$ cat src/rtl/ssm_pkg.sv
// Shared types and constants of the state-space model step block.
package ssm_pkg;

  localparam int unsigned DATA_W         = 32;
  localparam int unsigned ACT_STATES_W   = 4;
  localparam int unsigned ACT_INPUTS_W   = 2;
  localparam int unsigned CFG_IDX_W      = 1;
  localparam int unsigned CFG_DATA_W     = 4;

  localparam logic [CFG_IDX_W-1:0] CFG_ACTIVE_STATES = 1'b0;
  localparam logic [CFG_IDX_W-1:0] CFG_ACTIVE_INPUTS = 1'b1;

  typedef enum logic [1:0] {
    REQ_COEF  = 2'd0,
    REQ_STATE = 2'd1,
    REQ_STEP  = 2'd2
  } req_type_e;

  typedef enum logic [1:0] {
    MAT_A = 2'd0,
    MAT_B = 2'd1,
    MAT_C = 2'd2,
    MAT_D = 2'd3
  } matrix_sel_e;

  typedef enum logic [2:0] {
    ST_CLEAR,
    ST_IDLE,
    ST_ISSUE_X,
    ST_DRAIN,
    ST_ISSUE_Y,
    ST_WAIT_Y,
    ST_COMMIT
  } seq_state_e;

  typedef enum logic [1:0] {
    OPD_STATE,
    OPD_NEXT,
    OPD_INPUT
  } opd_src_e;

  typedef struct packed {
    logic     vld;
    logic     first;
    logic     last;
    opd_src_e src;
  } issue_t;

  typedef struct packed {
    logic next_we;
    logic commit;
  } wb_t;

endpackage

$ cat src/rtl/ssm_coef_mem.sv
// Coefficient memory for A, B, C and D with a clearing pass after reset.
module ssm_coef_mem import ssm_pkg::*; #(
  parameter int unsigned DEPTH = 90,
  localparam int unsigned AW = $clog2(DEPTH)
) (
  input  logic                     clk_i,
  input  logic                     rst_ni,
  input  logic                     we_i,
  input  logic [AW-1:0]            waddr_i,
  input  logic [DATA_W-1:0]        wdata_i,
  input  logic [AW-1:0]            raddr_i,
  output logic signed [DATA_W-1:0] rdata_o,
  output logic                     busy_o
);

  logic [DATA_W-1:0] mem_q [DEPTH];
  logic [DATA_W-1:0] rdata_q;
  logic [AW-1:0]     clr_addr_q;
  logic              busy_q;

  always_ff @(posedge clk_i or negedge rst_ni) begin
    if (!rst_ni) begin
      busy_q     <= 1'b1;
      clr_addr_q <= '0;
    end else if (busy_q) begin
      if (clr_addr_q == AW'(DEPTH - 1)) begin
        busy_q <= 1'b0;
      end else begin
        clr_addr_q <= clr_addr_q + AW'(1);
      end
    end
  end

  // The clearing pass owns the write port until every entry holds zero.
  always_ff @(posedge clk_i) begin
    if (busy_q) begin
      mem_q[clr_addr_q] <= '0;
    end else if (we_i) begin
      mem_q[waddr_i] <= wdata_i;
    end
    rdata_q <= mem_q[raddr_i];
  end

  assign rdata_o = rdata_q;
  assign busy_o  = busy_q;

endmodule

$ cat config.mk
export PLATFORM = sky130hd
export DESIGN_NAME = ssm_coef_mem
export DESIGN_NICKNAME = d
export VERILOG_FILES = /design/src/rtl/ssm_pkg.sv /design/src/rtl/ssm_coef_mem.sv
export SDC_FILE = /design/constraint.sdc
export NUM_CORES = 2
export LEC_CHECK = 0
export BUFFER_PORTS_ARGS = -buffer_cell sky130_fd_sc_hd__buf_2
export CAP_MARGIN = 40
export CORE_MARGIN = 1
export CORE_UTILIZATION = 45
export CTS_CLUSTER_DIAMETER = 40
export DETAILED_ROUTE_END_ITERATION = 12
export GPL_ROUTABILITY_DRIVEN = 0
export PLACE_DENSITY = 0.64
export SLEW_MARGIN = 20
export SYNTH_ARGS = -nofsm -noshare
export SYNTH_HDL_FRONTEND = slang
export SYNTH_SLANG_ARGS = --single-unit
$ cat constraint.sdc
create_clock -name clk_i -period 7.15 [get_ports clk_i]
set_clock_uncertainty 0.2 [all_clocks]
set_input_delay 1.0725 -clock clk_i [delete_from_list [all_inputs] [get_ports clk_i]]
set_output_delay 1.0725 -clock clk_i [all_outputs]
set_load 0.03 [all_outputs]
==> metrics.cfg <==
[outcome]
status = complete, no violations

[global_route]
grt_max_degree = 89
grt_antenna_before_repair = 28
grt_usage = 0.249
first_global_vias = 55200
grt_overflow = 0
grt_pass1_wl_um = 434000

[floorplan]
start_util = 0.453
placementRows = 182
die_h_um = 500
core_area_sq_um = 246000
fp.dieW_um = 500
io_pins = 82
die_area_sq_um = 250000

[sta]
finalSetupViolations = 0
rsz0062_at_grt = false
worst_slew_pin_slew_ns = 1.11
hold_viol = 0
maxSlewViolCount = 0
relSlewSlack = 0.258
fin_crit_ns = 4.24
fin_crit_sh = 0.593
tns_ns = 0
fmax_ghz = 0.236
setup_slack_ns = 2.91
hold_slack_ns = 0.325

[cells_and_area]
drive_gt1_frac = 0.323
nNetsFinal = 5443
utilization = 0.537
final_cell_mix = 2,880 x edfxtp_1, 692 x mux4_2, 405 x clkbuf_16
final_common_cell = edfxtp_1
syn_to_final_growth_pct = 18.4

[clock_network]
cts_buffers = 401
root_buffer = clkbuf_16
clock_tree.buffer_depth = 4
cts_tree = built
clock_sinks = 2920
clock_latency_ns = 0.99
clk_pin_slew_ns = 0.06
ctsHtreeMaxLevel = 5
postCtsSetupRepairBufs = 0

[placement]
portBuffers = 81
hpwlAfterDp_um = 190000
post-place-ws_ns = 2.15

[detailed_routing]
drt_iter0_markers = 8198
firstDrtPassIters = 5
viasPerCell = 6.21
vias = 56100
routedWlPerCell_um = 34.5
drc = 0
ant_nets = 0
routed_wl_um = 312000

[synth]
ys_seq_area_frac = 0.782
synth-edff-count = 2880
async_flop_share = 0.00274
netlist_area_sq_um = 112000
synth_nets = 4985
dominantRegCellSynth = edfxtp_1
synth.distinct_cells = 65
syn_avg_cell_area_sq_um = 22.6
ys_warn_count = 0
syn_inst = 4934
ys_ff_latch = 2920

[critical_path]
worstPathRequired_ns = 7.59
end_kind = register
crit_type = register to register
crit_fanout = 20
critPathLaunchType = register
cp.arrival_ns = 4.68

[pwr]
p_leak_nw = 42.6
power_per_cell_area_nw_per_um2 = 310
vdd_drop_max_v = 0.000278

[hold_path]
hp-class = register to register

[job]
drv_cap = 0

path summary, 6_finish.rpt:
path / start / endpoint / slack (ns) / cells past startpoint
setup / recovery: busy_o / mem_q[19][17] / 2.91 / 6
hold / removal: clr_addr_q[6] / clr_addr_q[6] / 0.33 / 1
setup reg to reg: busy_o / mem_q[19][17] / 2.91 / 6
hold reg to reg: clr_addr_q[6] / clr_addr_q[6] / 0.33 / 1
max in group asynchronous: rst_ni / busy_o / 6.13 / 2
min in group asynchronous: rst_ni / clr_addr_q[1] / 0.37 / 2
synthesized netlist by cell type, types with 15 or more instances:
| cell type | number | area [sq um] |
|---|---|---|
| a211oi_1 | 41 | 308 |
| a21oi_1 | 56 | 280 |
| a221oi_1 | 18 | 158 |
| a22oi_1 | 58 | 435 |
| a31oi_1 | 26 | 163 |
| and2_1 | 46 | 288 |
| buf_2 | 108 | 541 |
| buf_4 | 52 | 390 |
| buf_6 | 21 | 236 |
| clkbuf_1 | 77 | 289 |
| dfxtp_1 | 32 | 641 |
| edfxtp_1 | 2880 | 86500 |
| mux2_2 | 23 | 259 |
| mux2i_1 | 202 | 2020 |
| mux4_2 | 692 | 15600 |
| nand2_1 | 85 | 319 |
| nand2b_1 | 19 | 119 |
| nand3_1 | 35 | 175 |
| nor2_1 | 112 | 420 |
| nor2b_1 | 15 | 93.8 |
| nor3_1 | 19 | 95.1 |
| o21ai_0 | 43 | 215 |
| o21ai_1 | 17 | 85.1 |
| o221ai_1 | 20 | 175 |
| o22ai_1 | 68 | 425 |
worst max-delay path, stage by stage (launching register included):
cell,delay (ns)
dfstp_2,0.45
nor2b_4,0.56
mux2i_1,0.37
or2_2,0.45
nand2b_2,0.64
nor2_4,0.83
buf_4,0.37
report_power, final:
part | switching, W | leakage (nW) | total, W | internal [W]
Combinational | 0.00131 | 9.19 | 0.00193 | 0.000623
Clock | 0.00761 | 6.50 | 0.0200 | 0.0124
Sequential | 0.0000600 | 26.9 | 0.0189 | 0.0189
registers in the layout (all words and copies together), names as in the netlist:
| register | cells |
|---|---|
| busy_o | 1 |
| clr_addr_q | 7 |
| mem_q | 2880 |
| rdata_o | 32 |
layout make-up:
class,count,area (sq um)
multi-input cells,1733,23600
diodes,12,30.0
flip-flops and latches,2920,87300
inverters,9,38.8
well taps,3312,4140
clock buffers,443,10300
repair buffers,327,3470
fillers,18300,114000
clock inverters,276,3240
routing by layer:
layer | global-route usage | share of wire | up-vias
li1 | - | - | 22100
met1 | 0.349 | 0.39 | 30100
met2 | 0.386 | 0.47 | 3379
met3 | 0.0587 | 0.11 | 535
met4 | 0.0858 | 0.036 | 6
met5 | 0 | 0.00011 | -
timing repair:
| action | 4_1_cts | 5_1_grt |
|---|---|---|
| resized for setup | 0 | 0 |
| hold endpoints to repair | 8 | 0 |
| hold buffers | 1 | 0 |
per-stage QoR:
stage / total power (W) / cells / instance area (sq um)
final: 0.0409 / 9032 / 132000
after global routing: 0.0418 / 9021 / 132000
after CTS: 0.0410 / 9006 / 132000
after detailed placement: 0.0212 / 8286 / 118000
after global placement: 0.0211 / 8216 / 117000
after floorplan: 0.0203 / 4934 / 112000
cells by family (layout without fill, tap and decap cells):
| logic type | Yosys count | count (layout) | share of synthesized area |
|---|---|---|---|
| multiplexers | 917 | 917 | 0.160 |
| AO/OA/AOI/OAI | 426 | 426 | 0.0263 |
| XOR/XNOR | 6 | 6 | 0.000471 |
| flip-flops | 2920 | 2920 | 0.782 |
| adder cells (fa/ha/maj) | 2 | 2 | 0.000224 |
| AND/OR/NAND/NOR | 382 | 382 | 0.0169 |
| other | 0 | 12 | 0 |
| buffers and inverters | 281 | 1055 | 0.0138 |
(Power assumes the default switching activity.)
