### src/rtl/ssm_pkg.sv
// Shared types and constants of the state-space model step block.
package ssm_pkg;

  localparam int unsigned DATA_W         = 32;
  localparam int unsigned ACT_STATES_W   = 4;
  localparam int unsigned ACT_INPUTS_W   = 2;
  localparam int unsigned CFG_IDX_W      = 1;
  localparam int unsigned CFG_DATA_W     = 4;

  localparam logic [CFG_IDX_W-1:0] CFG_ACTIVE_STATES = 1'b0;
  localparam logic [CFG_IDX_W-1:0] CFG_ACTIVE_INPUTS = 1'b1;

  typedef enum logic [1:0] {
    REQ_COEF  = 2'd0,
    REQ_STATE = 2'd1,
    REQ_STEP  = 2'd2
  } req_type_e;

  typedef enum logic [1:0] {
    MAT_A = 2'd0,
    MAT_B = 2'd1,
    MAT_C = 2'd2,
    MAT_D = 2'd3
  } matrix_sel_e;

  typedef enum logic [2:0] {
    ST_CLEAR,
    ST_IDLE,
    ST_ISSUE_X,
    ST_DRAIN,
    ST_ISSUE_Y,
    ST_WAIT_Y,
    ST_COMMIT
  } seq_state_e;

  typedef enum logic [1:0] {
    OPD_STATE,
    OPD_NEXT,
    OPD_INPUT
  } opd_src_e;

  typedef struct packed {
    logic     vld;
    logic     first;
    logic     last;
    opd_src_e src;
  } issue_t;

  typedef struct packed {
    logic next_we;
    logic commit;
  } wb_t;

endpackage

### src/rtl/ssm_mac.sv
// Shared multiply-accumulate unit with floor scaling and 32-bit saturation.
module ssm_mac import ssm_pkg::*; #(
  parameter int unsigned MAX_STATES = 8,
  parameter int unsigned MAX_INPUTS = 2,
  parameter int unsigned FRAC_BITS  = 16
) (
  input  logic                     clk_i,
  input  logic                     rst_ni,
  input  issue_t                   issue_i,
  input  logic signed [DATA_W-1:0] coef_i,
  input  logic signed [DATA_W-1:0] opd_i,
  output logic signed [DATA_W-1:0] sat_val_o,
  output logic                     sat_o,
  output logic                     done_o
);

  localparam int unsigned PROD_W = 2 * DATA_W - FRAC_BITS;
  localparam int unsigned ACC_W  = PROD_W + $clog2(MAX_STATES + MAX_INPUTS);

  logic                       vld1_q, first1_q, last1_q;
  logic                       vld2_q, first2_q, last2_q;
  logic                       done_q;
  logic signed [DATA_W-1:0]   b_q;
  logic signed [2*DATA_W-1:0] prod_q;
  logic signed [2*DATA_W-1:0] prod_sh;
  logic signed [ACC_W-1:0]    prod_ext;
  logic signed [ACC_W-1:0]    acc_q, acc_d;
  logic                       pos_ovf, neg_ovf;

  always_ff @(posedge clk_i or negedge rst_ni) begin
    if (!rst_ni) begin
      vld1_q   <= 1'b0;
      first1_q <= 1'b0;
      last1_q  <= 1'b0;
      vld2_q   <= 1'b0;
      first2_q <= 1'b0;
      last2_q  <= 1'b0;
      done_q   <= 1'b0;
    end else begin
      vld1_q   <= issue_i.vld;
      first1_q <= issue_i.first;
      last1_q  <= issue_i.last;
      vld2_q   <= vld1_q;
      first2_q <= first1_q;
      last2_q  <= last1_q;
      done_q   <= vld2_q && last2_q;
    end
  end

  // The coefficient arrives from the registered memory read alongside b_q.
  always_ff @(posedge clk_i) begin
    b_q    <= opd_i;
    prod_q <= coef_i * b_q;
    acc_q  <= acc_d;
  end

  // Arithmetic shift of the exact product rounds toward minus infinity.
  always_comb begin
    prod_sh  = prod_q >>> FRAC_BITS;
    prod_ext = {{(ACC_W - PROD_W){prod_sh[PROD_W-1]}}, prod_sh[PROD_W-1:0]};
    if (vld2_q) begin
      acc_d = (first2_q ? '0 : acc_q) + prod_ext;
    end else begin
      acc_d = acc_q;
    end
  end

  always_comb begin
    pos_ovf = !acc_q[ACC_W-1] && (|acc_q[ACC_W-2:DATA_W-1]);
    neg_ovf = acc_q[ACC_W-1] && !(&acc_q[ACC_W-2:DATA_W-1]);
    if (pos_ovf) begin
      sat_val_o = {1'b0, {(DATA_W-1){1'b1}}};
    end else if (neg_ovf) begin
      sat_val_o = {1'b1, {(DATA_W-1){1'b0}}};
    end else begin
      sat_val_o = acc_q[DATA_W-1:0];
    end
    sat_o = pos_ovf || neg_ovf;
  end

  assign done_o = done_q;

endmodule

### config.mk
export PLATFORM = sky130hd
export DESIGN_NAME = ssm_mac
export DESIGN_NICKNAME = d
export VERILOG_FILES = /design/src/rtl/ssm_pkg.sv /design/src/rtl/ssm_mac.sv
export SDC_FILE = /design/constraint.sdc
export NUM_CORES = 2
export LEC_CHECK = 0
export BUFFER_PORTS_ARGS = -buffer_cell sky130_fd_sc_hd__buf_2
export CAP_MARGIN = 10
export CORE_ASPECT_RATIO = 1.5
export CORE_MARGIN = 2
export CORE_UTILIZATION = 35
export DETAILED_ROUTE_END_ITERATION = 6
export GPL_ROUTABILITY_DRIVEN = 1
export GPL_TIMING_DRIVEN = 0
export PLACE_DENSITY = 0.5
export SYNTH_ARGS = -nofsm -noshare
export SYNTH_HDL_FRONTEND = slang
export SYNTH_SLANG_ARGS = --single-unit
### constraint.sdc
create_clock -name clk_i -period 15.25 [get_ports clk_i]
set_input_delay 1.525 -clock clk_i [delete_from_list [all_inputs] [get_ports clk_i]]
set_output_delay 1.525 -clock clk_i [all_outputs]
set_load 0.03 [all_outputs]
==> out/qor.txt <==
Crit path time final - 10.31 ns
Initial core utilization - 35.1%
Worst path required time - 15.68 ns
Placed Area - 44800 µm²
Die Y - 429 µm
GP Congestion - 0.996
Pre-CTS WS - 4.30 ns
CP Max Fanout - 11
Post-route setup slack - 4.94 ns
Num CTS Buffers - 17
Clk buf depth - 2
Via Count - 31.3k
Starting DRT DRC Count - 1718
Hold_buf cts - 0
HP Class - flip-flop to flip-flop
Max Slew Vio Count - 0
Die Wd - 287 µm
Worst-margin pin slew - 1.32 ns
Finished Cell Area - 45500 µm²
Post-CTS sizing - 0
Max Cap Viol - 0
Fraction of registers with async set/reset - 5.04%
Setup-violating endpoint count in the final report - 0
Remaining Overflow, GRT - 0
Number of synthesis warnings - 0
Top FF cell, synth - dfxtp_1
Mapped Area - 42200 µm²
Area growth, synth to finish - 7.88%
Root Buffer Master - clkbuf_16
Initial antenna violation count - 18
Worst Setup Start Kind - input pin
Worst-Skew Late Latency - 0.57 ns
Setup Buffers After CTS - 0
Num ports - 105
Rows - 156
Crit share post-route - 67.6%
IO buf count - 102
Synth cell types - 79
Global-route wire length before repair - 238000 µm
Status - finished, final reports clean
RSZ-0062 raised after global routing - false
Clk slew on worst S/H paths - 0.08 ns
Setup crit end kind - flip-flop
# DRC - 0
Nets - 5920
Final wirelength - 164000 µm
#FFs+latches synth - 139
DRT Pass-1 Iters - 5
Relative slew slack - 12.2%
Layout cell share with drive strength beyond 1 - 3.78%
Hpwl dp - 139000 µm
Number of global-route vias before repair - 35.2k
Average cell area after synthesis - 9.57 µm²
Htree depth - 4
Clock tree sinks - 139
Number of flops mapped to enable cells by yosys - 52
Final hold vios - 0
Overall Global Routing Usage - 27.8%
Largest net degree at the start of global routing - 29
Crit path arrival time - 10.74 ns
Per-cell routed wire length - 26.8 µm
Die area - 123000 µm²
Critical path type - input pin to flip-flop
Fmax - 0.0970 GHz
Syn nets - 5790
Sequential element share of the synthesized area - 7.92%
CTS tree - built
Clock Skews - 0.0511 ns
ANT nets after route - 0
Fin Hold WS - 0.352 ns
Core Footprint - 120000 µm²
Vias per std cell - 5.10
Mapped Cells - 4406
Setup TNS - 0 ns
==> Yosys cell counts, types with 13 or more instances <==
master       n  share of area, %
a21o_1      46              0.82
nand3_1     23              0.27
fa_1      1082                51
and3_1      13              0.19
inv_1      956               8.5
xor2_1      39              0.81
o21a_1      22              0.39
clkbuf_1   209               1.9
o21ai_0     43              0.51
edfxtp_1    52               3.7
nor2_1     148               1.3
nor3_1      18              0.21
o21bai_1    16              0.28
nand4_1     22              0.33
ha_1       231               6.9
nand2b_1    20              0.30
dfxtp_1     80               3.8
a21oi_1     99               1.2
and2_1     512               7.6
xnor2_1     60               1.2
nand2_1    526               4.7
nor2b_1     59              0.88
==> flip-flops by register name, summed over array words and instances (netlist names) <==
name / count
vld2_q: 1
vld1_q: 1
last2_q: 1
prod_q: 48
first1_q: 1
last1_q: 1
acc_q: 52
first2_q: 1
b_q: 32
done_o: 1
==> logic make-up after synthesis <==
family	synth area share [%]
adders and majority gates	58.2
xor gates and xnor gates	2.06
and+or+nand+nor	16.3
buffers and inverters	10.4
muxes	0.0475
AOI/OAI and AO/OA	5.00
DFF	7.92
==> path summary, 6_finish.rpt <==
kind                       startpoint    endpoint  slack, ns  cells past startpoint
max in group asynchronous      rst_ni      vld2_q      14.28                      1
max reg2reg                    b_q[2]  prod_q[63]       5.38                     24
min reg2reg                   last1_q     last2_q       0.35                      0
min in group asynchronous      rst_ni     last2_q       0.81                      1
min                           last1_q     last2_q       0.35                      0
max                        coef_i[31]  prod_q[63]       4.94                     25
==> per-stage QoR <==
stage | utilization [%] | instances
detailed placement | 37.3 | 6094
global placement | 37.2 | 6088
finish | 37.9 | 6135
global route | 37.9 | 6129
CTS | 37.8 | 6126
floorplan | - | 4406
==> final cells by class <==
type / count / area (µm²)
clock inverters: 15 / 216
well taps: 1580 / 1980
diodes: 6 / 15.0
plain buffers: 216 / 816
clock buffers: 17 / 425
fillers: 12400 / 74600
inverters: 956 / 3590
multi-input cells: 3095 / 34400
flip-flops and latches: 139 / 3340
repair buffers: 111 / 688
==> worst max-delay path, stage by stage <==
cell and delay, ns:
buf_2 0.17, clkbuf_1 0.60, nand2_1 0.22, inv_1 0.20, fa_1 0.45, fa_1 0.48, fa_1 0.84, fa_1 1.19
inv_1 0.52, fa_1 0.62, inv_1 0.06, fa_1 0.48, fa_1 0.79, fa_1 0.50, ha_1 0.37, a21oi_1 0.18
nor2b_1 0.06, o21ai_0 0.14, nand2b_1 0.12, a21oi_1 0.23, o21ai_0 0.13, a221o_1 0.36, a21oi_1 0.19, a21oi_1 0.08
a31o_1 0.20
==> layout by cell type, fill, tap and decap left out, types with 18 or more instances in the layout <==
cell and n:
nand4_1 22, nand3_1 23, nor2_1 148, edfxtp_1 52
a21oi_1 99, nand2b_1 20, a21o_1 46, ha_1 231
clkbuf_1 208, dfxtp_1 80, fa_1 1082, buf_2 105
inv_1 956, nand2_1 526, o21a_1 22, o21ai_0 43
xnor2_1 60, xor2_1 39, nor3_1 18, and2_1 512
nor2b_1 59
==> layer usage <==
layer | vias to the layer above | part of all wire [%] | track usage [%]
met5 | - | 0.043 | 0
met4 | 8 | 12 | 27.4
met3 | 521 | 4.7 | 4.29
met2 | 1080 | 50 | 47.8
met1 | 16400 | 33 | 28.1
li1 | 13200 | - | -
Power is not shown: default switching activity piles up to over one toggle a cycle in this logic, so the estimate is an artifact.
