==> src/rtl/ssm_pkg.sv <==
// Shared types and constants of the state-space model step block.
package ssm_pkg;

  localparam int unsigned DATA_W         = 32;
  localparam int unsigned ACT_STATES_W   = 4;
  localparam int unsigned ACT_INPUTS_W   = 2;
  localparam int unsigned CFG_IDX_W      = 1;
  localparam int unsigned CFG_DATA_W     = 4;

  localparam logic [CFG_IDX_W-1:0] CFG_ACTIVE_STATES = 1'b0;
  localparam logic [CFG_IDX_W-1:0] CFG_ACTIVE_INPUTS = 1'b1;

  typedef enum logic [1:0] {
    REQ_COEF  = 2'd0,
    REQ_STATE = 2'd1,
    REQ_STEP  = 2'd2
  } req_type_e;

  typedef enum logic [1:0] {
    MAT_A = 2'd0,
    MAT_B = 2'd1,
    MAT_C = 2'd2,
    MAT_D = 2'd3
  } matrix_sel_e;

  typedef enum logic [2:0] {
    ST_CLEAR,
    ST_IDLE,
    ST_ISSUE_X,
    ST_DRAIN,
    ST_ISSUE_Y,
    ST_WAIT_Y,
    ST_COMMIT
  } seq_state_e;

  typedef enum logic [1:0] {
    OPD_STATE,
    OPD_NEXT,
    OPD_INPUT
  } opd_src_e;

  typedef struct packed {
    logic     vld;
    logic     first;
    logic     last;
    opd_src_e src;
  } issue_t;

  typedef struct packed {
    logic next_we;
    logic commit;
  } wb_t;

endpackage

==> src/rtl/ssm_seq.sv <==
// Sequencer that walks the matrix products of one step through the shared unit.
module ssm_seq import ssm_pkg::*; #(
  parameter int unsigned MAX_STATES = 8,
  parameter int unsigned MAX_INPUTS = 2,
  localparam int unsigned DEPTH = MAX_STATES * MAX_STATES + MAX_STATES * MAX_INPUTS
                                  + MAX_STATES + MAX_INPUTS,
  localparam int unsigned AW  = $clog2(DEPTH),
  localparam int unsigned NW  = $clog2(MAX_STATES + 1),
  localparam int unsigned KNW = $clog2(MAX_INPUTS + 1),
  localparam int unsigned TW  = $clog2(MAX_STATES + MAX_INPUTS)
) (
  input  logic           clk_i,
  input  logic           rst_ni,
  input  logic           busy_i,
  input  logic           start_i,
  input  logic [NW-1:0]  n_i,
  input  logic [KNW-1:0] ni_i,
  input  logic           done_i,
  input  logic           out_free_i,
  output logic           ready_o,
  output issue_t         issue_o,
  output logic [AW-1:0]  raddr_o,
  output logic [TW-1:0]  opd_idx_o,
  output wb_t            wb_o,
  output logic [NW-1:0]  wb_idx_o
);

  localparam int unsigned TCW = $clog2(MAX_STATES + MAX_INPUTS + 1);
  localparam logic [AW-1:0] BASE_B = AW'(MAX_STATES * MAX_STATES);
  localparam logic [AW-1:0] BASE_C = AW'(MAX_STATES * MAX_STATES + MAX_STATES * MAX_INPUTS);
  localparam logic [AW-1:0] BASE_D = AW'(MAX_STATES * MAX_STATES + MAX_STATES * MAX_INPUTS
                                         + MAX_STATES);

  seq_state_e     state_q, state_d;
  logic [NW-1:0]  row_q, row_d;
  logic [NW-1:0]  wb_q, wb_d;
  logic [TW-1:0]  term_q, term_d;
  logic [AW-1:0]  a_base_q, a_base_d;
  logic [AW-1:0]  b_base_q, b_base_d;

  logic [TCW-1:0] terms_total;
  logic           x_term;
  logic           last_term;
  logic           row_last;
  logic           issuing;
  logic [TW-1:0]  in_k;

  assign terms_total = TCW'(n_i) + TCW'(ni_i);
  assign x_term      = TCW'(term_q) < TCW'(n_i);
  assign last_term   = TCW'(term_q) == (terms_total - TCW'(1));
  assign row_last    = row_q == (n_i - NW'(1));
  assign issuing     = (state_q == ST_ISSUE_X) || (state_q == ST_ISSUE_Y);
  assign in_k        = term_q - TW'(n_i);

  always_ff @(posedge clk_i or negedge rst_ni) begin
    if (!rst_ni) begin
      state_q  <= ST_CLEAR;
      row_q    <= '0;
      wb_q     <= '0;
      term_q   <= '0;
      a_base_q <= '0;
      b_base_q <= BASE_B;
    end else begin
      state_q  <= state_d;
      row_q    <= row_d;
      wb_q     <= wb_d;
      term_q   <= term_d;
      a_base_q <= a_base_d;
      b_base_q <= b_base_d;
    end
  end

  // Next state.
  always_comb begin
    state_d = state_q;
    unique case (state_q)
      ST_CLEAR: begin
        if (!busy_i) state_d = ST_IDLE;
      end
      ST_IDLE: begin
        if (start_i) state_d = ST_ISSUE_X;
      end
      ST_ISSUE_X: begin
        if (last_term && row_last) state_d = ST_DRAIN;
      end
      ST_DRAIN: begin
        // The output row reads the new state, so every state row must be back.
        if (wb_q == n_i) state_d = ST_ISSUE_Y;
      end
      ST_ISSUE_Y: begin
        if (last_term) state_d = ST_WAIT_Y;
      end
      ST_WAIT_Y: begin
        if (done_i) state_d = ST_COMMIT;
      end
      ST_COMMIT: begin
        if (out_free_i) state_d = ST_IDLE;
      end
      default: state_d = ST_IDLE;
    endcase
  end

  // Row, term and write-back counters.
  always_comb begin
    row_d    = row_q;
    wb_d     = wb_q;
    term_d   = term_q;
    a_base_d = a_base_q;
    b_base_d = b_base_q;
    if (state_q == ST_IDLE) begin
      row_d    = '0;
      wb_d     = '0;
      term_d   = '0;
      a_base_d = '0;
      b_base_d = BASE_B;
    end else begin
      if (issuing) begin
        term_d = last_term ? '0 : term_q + TW'(1);
      end
      if ((state_q == ST_ISSUE_X) && last_term) begin
        row_d    = row_q + NW'(1);
        a_base_d = a_base_q + AW'(MAX_STATES);
        b_base_d = b_base_q + AW'(MAX_INPUTS);
      end
      if (done_i && (wb_q != n_i)) begin
        wb_d = wb_q + NW'(1);
      end
    end
  end

  // Outputs.
  always_comb begin
    ready_o       = state_q == ST_IDLE;
    issue_o.vld   = issuing;
    issue_o.first = term_q == '0;
    issue_o.last  = last_term;
    if (!x_term) begin
      issue_o.src = OPD_INPUT;
    end else if (state_q == ST_ISSUE_Y) begin
      issue_o.src = OPD_NEXT;
    end else begin
      issue_o.src = OPD_STATE;
    end
    if (state_q == ST_ISSUE_Y) begin
      raddr_o = x_term ? BASE_C + AW'(term_q) : BASE_D + AW'(in_k);
    end else begin
      raddr_o = x_term ? a_base_q + AW'(term_q) : b_base_q + AW'(in_k);
    end
    opd_idx_o    = x_term ? term_q : in_k;
    wb_o.next_we = done_i && (wb_q != n_i);
    wb_o.commit  = (state_q == ST_COMMIT) && out_free_i;
    wb_idx_o     = wb_q;
  end

  a_done_in_step: assert property (@(posedge clk_i) disable iff (!rst_ni)
    done_i |-> (state_q == ST_ISSUE_X || state_q == ST_DRAIN || state_q == ST_WAIT_Y))
    else $error("Accumulator result arrived outside a step.");

  a_wb_bound: assert property (@(posedge clk_i) disable iff (!rst_ni)
    (state_q != ST_IDLE && state_q != ST_CLEAR) |-> wb_q <= n_i)
    else $error("More state rows written back than are active.");

  a_y_after_rows: assert property (@(posedge clk_i) disable iff (!rst_ni)
    $rose(state_q == ST_ISSUE_Y) |-> wb_q == n_i)
    else $error("Output row started before all state rows were written.");

  a_start_idle: assert property (@(posedge clk_i) disable iff (!rst_ni)
    start_i |-> (state_q == ST_IDLE && !busy_i))
    else $error("Step started while the sequencer was busy.");

endmodule
==> config.mk <==
export PLATFORM = sky130hd
export DESIGN_NAME = ssm_seq
export DESIGN_NICKNAME = d
export VERILOG_FILES = /design/src/rtl/ssm_pkg.sv /design/src/rtl/ssm_seq.sv
export SDC_FILE = /design/constraint.sdc
export NUM_CORES = 1
export LEC_CHECK = 0
export BUFFER_PORTS_ARGS = -buffer_cell sky130_fd_sc_hd__buf_2
export CORE_AREA = 2 2 75 77
export CTS_BUF_LIST = sky130_fd_sc_hd__clkbuf_8
export CTS_CLUSTER_SIZE = 25
export DETAILED_ROUTE_END_ITERATION = 8
export DIE_AREA = 0 0 77 79
export GPL_ROUTABILITY_DRIVEN = 0
export HOLD_SLACK_MARGIN = 0.06
export PLACE_DENSITY = 0.66
export RECOVER_POWER = 25
export REMOVE_ABC_BUFFERS = 1
export SLEW_MARGIN = 25
export SYNTH_ARGS = -nofsm -noshare
export SYNTH_HDL_FRONTEND = slang
export SYNTH_SLANG_ARGS = --single-unit
==> constraint.sdc <==
create_clock -name clk_i -period 2.4 [get_ports clk_i]
set_input_delay 0.12 -clock clk_i [delete_from_list [all_inputs] [get_ports clk_i]]
set_output_delay 0.12 -clock clk_i [all_outputs]
set_load 0.005 [all_outputs]
==> flow_summary.json <==
{
  "ir_drop_v": 0.0006244,
  "path_buf_inv": 3,
  "status": "finished, violations left",
  "grt_use_total_pct": 18.72,
  "io-pin-count": 35,
  "finalSetupViolCount": 5,
  "synth_warnings": 0,
  "clk_latency_ns": 0.27,
  "synth_cells": 274,
  "power.density_mw_per_mm2": 1160,
  "finalHoldViolCount": 0,
  "avgViaCountPerCell": 5.320,
  "layout_commonest_cell": "buf_4",
  "leakage_uw": 0.001484,
  "dpl_cell_area_mm2": 0.002733,
  "dp.cells": 400,
  "cts_sinks": 25,
  "cts_buffers": 3,
  "finalWirelength_mm": 5.882,
  "timing.final.crit_share_pct": 114.9,
  "grt.busiest_layer": "met2",
  "vias": 2197,
  "grt_pass1_vias": 2081,
  "slew_viol_final": 0,
  "grt_start_max_net_pins": 26,
  "drt-initial-drc-count": 173,
  "yosys.area.top_type": "dfrtp_1",
  "final_antenna_net_count": 0,
  "grtUsageMet3_pct": 1.023,
  "path_clk_slew_ns": 0.09,
  "violations": "negative setup slack",
  "final_cell_mix": "buf_4, buf_2, nor2_1",
  "core_mm2": 0.005338,
  "use_met2_pct": 34.47,
  "die_w_um": 77,
  "async_flop_share_pct": 100.0,
  "synthFlopType": "dfrtp_1",
  "die_y_um": 79,
  "grt_first_pass_wirelength_mm": 9.370,
  "fin_skew_ns": 0.002526,
  "end_kind": "primary output",
  "fmax_mhz": 362.8,
  "min_from": "start_i",
  "timing_worst_setup_path_type": "register to primary output",
  "grt-ovfl-total": 0,
  "die-area_mm2": 0.006083,
  "slowest_delay_ns": 0.40,
  "min_period_ns": 2.757,
  "synth_area_leaders": "dfrtp_1, ha_1, xor2_1",
  "required_ns": 2.28,
  "routedWlPerCell_um": 14.24,
  "crit_family": "adder cells",
  "synth-seq-cells": 25,
  "yosys.cell_types.count": 47,
  "setup_slack_ns": -0.3566,
  "r2r-start": "term_q[1]",
  "syn_avg_cell_area_um2": 8.320,
  "yosysTopAreaCellShare_pct": 26.34,
  "slew_headroom_pct": 6.424,
  "drv_cap": 0,
  "cts-htree-levels": 1,
  "start_util_pct": 42.71,
  "stdcell_area_mm2": 0.003098,
  "seq_area_frac_synth_pct": 27.50,
  "layout-drive-gt1-share_pct": 35.78,
  "fin_hold_ws_ns": 0.1698,
  "cts_buffer_depth": 2,
  "hold_class": "primary input to register",
  "synthToLayoutAreaGrowth_pct": 35.89,
  "firstDrtPassIters": 4,
  "cp-start-kind": "register",
  "drc_errors": 0,
  "cp_cell_sequence": "inv_2 > ha_4 > inv_2 > fa_2 > xor2_4 > ha_4 > a21oi_4 > o21ai_2 > xnor2_1 > nor3_1 > a311o_1 > buf_2",
  "port_buffers": 34,
  "antenna_found_initial": 0,
  "max_slew.worst_pin.slew_ns": 1.404,
  "grt_setup_unrepaired": "true",
  "place_ws_ns": -0.3738,
  "tritoncts": "yes",
  "clock-root-buffer": "clkbuf_8",
  "netlist_area_mm2": 0.002280,
  "rows": 27,
  "antenna_cells": 0,
  "final_nets": 375,
  "cp_max_fo": 3,
  "gr-usage-met1_pct": 24.16,
  "detailed_place_hpwl_mm": 4.196,
  "cp_data_arrival_time_ns": 2.64,
  "critPathLaunch": "term_q[0]",
  "cp_slowest_cell": "dfrtp_1",
  "fin_cells": 413,
  "synth_edf_count": 0
}
[state kept, by name (all words and copies together) (netlist names)]
register  count
b_base_q      6
a_base_q      4
row_q         4
term_q        4
wb_idx_o      4
state_q       3
[through the flow]
stage | setup TNS, ns | utilization (%) | power [uW]
after floorplan | -3.523 | - | 1999
after global placement | -4.661 | 51.20 | 2860
after detailed placement | -5.447 | 51.20 | 2896
after CTS | -1.370 | 54.43 | 3354
after global routing | -2.325 | 58.04 | 3906
final | -1.528 | 58.04 | 3594
[report_power, final]
part           total (uW)  internal (uW)  switching [uW]  leakage [uW]
sequential            777            570             207      0.000328
combinational        2560           1280            1280       0.00113
clock                 257            116             141     0.0000255
total                3590           1970            1630       0.00148
[routing by layer]
metal	part of all wire (%)	vias to the layer above
met3	3.4	8
met5	0	-
met4	1.3	0
met2	50	51
met1	45	1049
li1	-	1089
[area by class of cell]
type                    count  area (um^2)
multi-input cells         215         1728
fillers                   501         2240
flip-flops and latches     25        626.9
clock buffers               3        41.29
inverters                  19        78.83
repair buffers             78        528.0
well taps                  72        90.09
clock inverters             1        5.005
[tightest hold or removal path, delay by kind of cell]
family | cells | cell delay, ns
multiplexers | 1 | 0.06
AO/OA/AOI/OAI | 1 | 0.13
buffers and inverters | 1 | 0.09
[path summary, 6_finish.rpt]
| check | cells after the start | end | slack, ns |
|---|---|---|---|
| worst max-delay path | 12 | raddr_o[5] | -0.36 |
| worst min register to register | 1 | b_base_q[6] | 0.56 |
| min in group asynchronous | 2 | state_q[0] | 0.69 |
| worst min-delay path | 3 | state_q[1] | 0.17 |
| worst max register to register | 7 | b_base_q[4] | 0.23 |
| max in group asynchronous | 2 | term_q[3] | 0.89 |
[synth_stat cells, types with 2 or more instances]
cell type,n
dfrtp_1,24
inv_1,19
a21oi_1,15
xor2_1,16
and2_1,6
nand2_1,24
a211o_1,3
a21o_1,2
fa_1,3
buf_2,2
nand4_1,2
o311a_2,3
nor4_1,3
clkbuf_1,9
a221o_1,7
nand3b_1,2
nor2b_1,7
mux2i_1,4
o211ai_1,4
buf_4,3
xnor2_1,14
nor3b_1,2
ha_1,18
o21ai_0,14
nor3_1,5
nand3_1,15
nand2b_1,3
nor2_1,26
[cell families after synthesis]
logic type,after synthesis,synth area share [%]
compound gates,58,18.11
xor+xnor,30,11.53
fa+ha+maj,21,12.51
buf+inv,34,6.202
flops,25,27.50
mux,5,2.250
other cells,1,0.1645
simple gates,100,21.73
[timing repair]
| action | in CTS | in global routing |
|---|---|---|
| hold buffers | 1 | 0 |
| endpoints found under the hold margin | 24 | 0 |
| buffers inserted | 4 | 4 |
| resized for setup | 22 | 36 |
| endpoints found under the setup margin | 17 | 25 |
| pin swaps | 16 | 22 |
Power figures use the tool's default switching activity.
